`config.mk`:
```
export PLATFORM = sky130hd
export DESIGN_NAME = tsr_queue
export DESIGN_NICKNAME = d
export VERILOG_FILES = /design/src/sv/tsr_pkg.sv /design/src/sv/tsr_queue.sv
export SDC_FILE = /design/constraint.sdc
export NUM_CORES = 1
export LEC_CHECK = 0
export BUFFER_PORTS_ARGS = -buffer_cell sky130_fd_sc_hd__buf_2
export CAP_MARGIN = 20
export CORE_MARGIN = 3
export CORE_UTILIZATION = 39
export DETAILED_ROUTE_END_ITERATION = 6
export SYNTH_ARGS = -nofsm -noshare
export SYNTH_HDL_FRONTEND = slang
export SYNTH_SLANG_ARGS = --single-unit
```
`constraint.sdc`:
```
create_clock -name clk_i -period 15.8 [get_ports clk_i]
set_clock_uncertainty 0.05 [all_clocks]
set_input_delay 0.79 -clock clk_i [delete_from_list [all_inputs] [get_ports clk_i]]
set_output_delay 0.79 -clock clk_i [all_outputs]
set_load 0.05 [all_outputs]
```
`src/sv/tsr_pkg.sv`:
```
`default_nettype none
// ----------------------------------------------------------------------------
// tsr_pkg: shared types and constants of the touch sample resampler
// Field widths, status codes, register indexes and the job record that the
// front end hands to the arithmetic back end.
// ----------------------------------------------------------------------------
package tsr_pkg;

  localparam int TIME_W    = 63;
  localparam int DEV_W     = 32;
  localparam int FIELD_W   = 32;
  localparam int CFG_W     = 32;
  localparam int CFG_IDX_W = 2;
  localparam int DMAG_W    = FIELD_W + 1;
  localparam int MUL_STEPS = (DMAG_W + 1) / 2;
  localparam int PROD_W    = TIME_W + DMAG_W;
  localparam int QUOT_W    = 41;
  localparam int VAL_W     = QUOT_W + 2;
  localparam int STEP_W    = 6;

  localparam logic [CFG_IDX_W-1:0] CFG_MIN_DELTA = 2'd0;
  localparam logic [CFG_IDX_W-1:0] CFG_MAX_DELTA = 2'd1;
  localparam logic [CFG_IDX_W-1:0] CFG_MAX_PRED  = 2'd2;

  localparam logic [CFG_W-1:0] MIN_DELTA_RST = 32'd2000000;
  localparam logic [CFG_W-1:0] MAX_DELTA_RST = 32'd20000000;
  localparam logic [CFG_W-1:0] MAX_PRED_RST  = 32'd8000000;

  typedef enum logic [1:0] {
    ST_OK        = 2'd0,
    ST_NO_DATA   = 2'd1,
    ST_TOO_SMALL = 2'd2,
    ST_TOO_LARGE = 2'd3
  } status_e;

  typedef struct packed {
    status_e                    status;
    logic [TIME_W-1:0]          otime;
    logic [TIME_W-1:0]          delta;
    logic [TIME_W-1:0]          nmag;
    logic                       nneg;
    logic signed [FIELD_W-1:0]  ax;
    logic signed [FIELD_W-1:0]  bx;
    logic signed [FIELD_W-1:0]  ay;
    logic signed [FIELD_W-1:0]  by;
  } job_t;

  typedef struct packed {
    logic full;
    logic empty;
  } q_flags_t;

endpackage
`default_nettype wire

```
`src/sv/tsr_queue.sv`:
```
`default_nettype none
// ----------------------------------------------------------------------------
// tsr_queue: two-entry job queue
// Decouples the front end from the arithmetic back end.
// ----------------------------------------------------------------------------
module tsr_queue import tsr_pkg::*; (
  input  wire logic      clk_i,
  input  wire logic      rst_ni,
  input  wire logic      push_i,
  input  wire job_t      job_i,
  input  wire logic      pop_i,
  output job_t           head_o,
  output q_flags_t       qf_o
);

  job_t        mem_q [2];
  logic        wr_q, rd_q;
  logic [1:0]  cnt_q;

  assign head_o     = mem_q[rd_q];
  assign qf_o.full  = (cnt_q == 2'd2);
  assign qf_o.empty = (cnt_q == 2'd0);

  always_ff @(posedge clk_i) begin
    if (push_i) begin
      mem_q[wr_q] <= job_i;
    end
  end

  always_ff @(posedge clk_i or negedge rst_ni) begin
    if (!rst_ni) begin
      wr_q  <= 1'b0;
      rd_q  <= 1'b0;
      cnt_q <= '0;
    end else begin
      if (push_i) wr_q <= !wr_q;
      if (pop_i) rd_q <= !rd_q;
      cnt_q <= cnt_q + {1'b0, push_i} - {1'b0, pop_i};
    end
  end

`ifndef ASSERT_OFF
  a_no_overflow: assert property (@(posedge clk_i) disable iff (!rst_ni)
    !(push_i && qf_o.full))
    else $error("push into full queue");
  a_no_underflow: assert property (@(posedge clk_i) disable iff (!rst_ni)
    !(pop_i && qf_o.empty))
    else $error("pop from empty queue");
`endif

endmodule
`default_nettype wire

```
==> out/metrics.yaml <==
status: "complete, no violations"
cts_root_buffer: "clkbuf_16"
groute.usage.overall_pct: 16.19
drt_wl_total_um: 55110
drive_above_1_share_pct: 61.30
route.vias.total: 11900
netlist_area_um2: 24720
cp.arrival_ps: 4810
fin_area_um2: 30780
drc: 0
reg2reg_from: "wr_q"
h-tree-depth: 3
finalSetupViolCount: 0
holdCritPathClass: "input pin to register"
syn_to_final_growth_pct: 24.48
ys_seq_area_share_pct: 78.14
cp_num_buf_inv: 4
peakVddDrop_uv: 163.1
fillers: 5215
die_w_um: 257.8
row_count: 91
cap_viol_max_count: 0
cts_made_buffers: 70
worst_pin_slew_ps: 1182
vias_per_cell: 4.560
rsz0062_at_grt: "no"
critPathKind: "register to output pin"
ant_nets: 0
setup_tns_ps: 0
pwr_density_cell_nw_per_um2: 219.2
rrSetupSlack_ps: 12500
grt_antenna_before_repair: 21
clock-sinks: 644
cp.depth: 5
slew_viol_final: 0
cp_max_fo: 59
grt_pass1_vias: 12890
timing.rr.end: "mem_q[1][48]"
drt-initial-drc-count: 717
crit_family: "buffers and inverters"
setup.worst_path.end: "head_o[50]"
synth_area_per_cell_um2: 24.45
cts.clk_slew.worst_paths_ps: 60
fp.coreArea_um2: 62170
pre_cts_ws_ps: 10730
placed_cell_area_um2: 28530
fmax_mhz: 176.9
cts_buffer_depth: 3
portBuffers: 645
yosysWarnings: 0
worst_slack_ps: 10150
ff2ff_path_depth: 4
holdCritStartpoint: "job_i[297]"
grt_pass1_wl_um: 80770
start_util_pct: 39.77
worst_path_largest_cell_delay_ps: 930
gp_congestion: 0.8098
cp-start-kind: "register"
die_height_um: 257.8
leakagePower_nw: 12.31
finalHoldViolCount: 0
die_area_um2: 66450
synth_nets: 1337
synthCells: 1011
avgRoutedWirePerCell_um: 21.12
dp_hpwl_um: 38740
drtPass1Iterations: 5
period_share_pct: 35.78
grt_overflow_total: 0
grt_max_degree: 175
clkLatencyLatePin_ps: 570
post-route-min-period_ps: 5654
critPathRequiredTime_ps: 14960
yosys_register_bits: 644
slowest_stage: "buf_4"
ys_types: 15
cpMostUsedCell: "buf_4"
num_io_pins: 646
fin_nets: 2031
critPathCaptureType: "output pin"
worstSetupStartpoint: "rd_q"
path_cells: "buf_4 -> buf_4 -> buf_4 -> mux2_4 -> buf_2"
relSlewSlack_pct: 21.22
cts_tree: "built"
==> how the worst min path moves through the flow <==
stage                     cells past startpoint             to
after floorplan                               1           wr_q
after global placement                        1           wr_q
after detailed placement                      1           wr_q
after CTS                                     1  mem_q[1][106]
after global routing                          1   mem_q[1][46]
final                                         1  mem_q[1][297]
==> power by group <==
part	switching, mW	internal [mW]	total [mW]
registers	0.102	2.27	2.37
clock network	0.624	0.925	1.55
logic	1.95	0.872	2.82
total	2.68	4.07	6.74
==> cell type report <==
class	instances	area (um2)	area share [%]
sequential	644	19320	62.78
multi-input combinational	329	4791	15.57
antenna	15	37.54	0.1220
timing repair buffer	658	3373	10.96
clock buffer	86	1833	5.956
clock inverter	38	364.1	1.183
tap	837	1047	3.403
inverter	2	7.507	0.02439
==> cells in the final DEF, fill, tap and decap left out, types with 2 or more instances in the layout <==
cell type,count
clkbuf_1,15
buf_12,2
ha_1,2
edfxtp_1,640
inv_6,3
diode_2,15
clkbuf_16,71
buf_4,9
mux2_2,30
mux2_4,290
bufinv_16,6
clkinv_1,12
clkinvlp_4,2
inv_1,2
buf_2,645
dfrtp_1,3
clkinv_2,13
xor2_1,2
clkinv_8,2
==> cells in the mapped netlist <==
cell,n,area [um2]
and2_1,1,6.260
buf_12,22,440.4
buf_2,3,15.01
buf_6,1,11.26
buf_8,10,150.1
dfrtp_1,4,100.1
edfxtp_1,640,19220
ha_1,2,25.02
inv_1,2,7.510
mux2_2,30,337.8
mux2_4,290,4354
nor2_1,1,3.750
nor2b_1,2,12.51
xor2_1,2,17.52
xor3_1,1,23.77
==> worst register-to-register path: stages, from the launching register on <==
cell and delay, ps:
dfrtp_1 410, and2_4 520, buf_16 300, buf_4 640
buf_4 890
==> timing repair <==
| item | 4_1_cts | 5_1_grt |
|---|---|---|
| hold buffers | 1 | 0 |
| setup buffers | 0 | 0 |
| endpoints found under the hold margin | 4 | 0 |
| endpoints found under the setup margin | 0 | 0 |
| gates resized for setup | 0 | 0 |
==> per-stage QoR <==
step                hold slack [ps]  power [mW]  std cells  utilization, %
finish                        339.5       6.745       2609           49.50
global placement              482.2       5.234       2468           45.85
detailed placement            495.6       5.259       2469           45.89
CTS                           288.5       6.831       2594           49.44
floorplan                     405.5       4.940       1011               -
global route                  295.8       7.000       2604           49.48
==> kinds of logic after synthesis <==
kind of cell	Yosys count	share of synthesized area, %
simple gates	4	0.09109
buf+inv	38	2.525
xor+xnor	3	0.1670
flops	644	78.14
fa+ha+maj	2	0.1012
mux	320	18.98
==> registers in the layout, summed over array words and instances, names as in the netlist <==
signal and cells:
mem_q 640, cnt_q 2, rd_q 1, wr_q 1
==> metal layers <==
| layer | part of all wire [%] | track usage [%] |
|---|---|---|
| met2 | 52 | 28.17 |
| met3 | 8.3 | 6.031 |
| met1 | 36 | 17.76 |
| met4 | 3.3 | 7.000 |
| met5 | 0.14 | 0 |
Note: power is estimated with default switching activity, not from simulation.
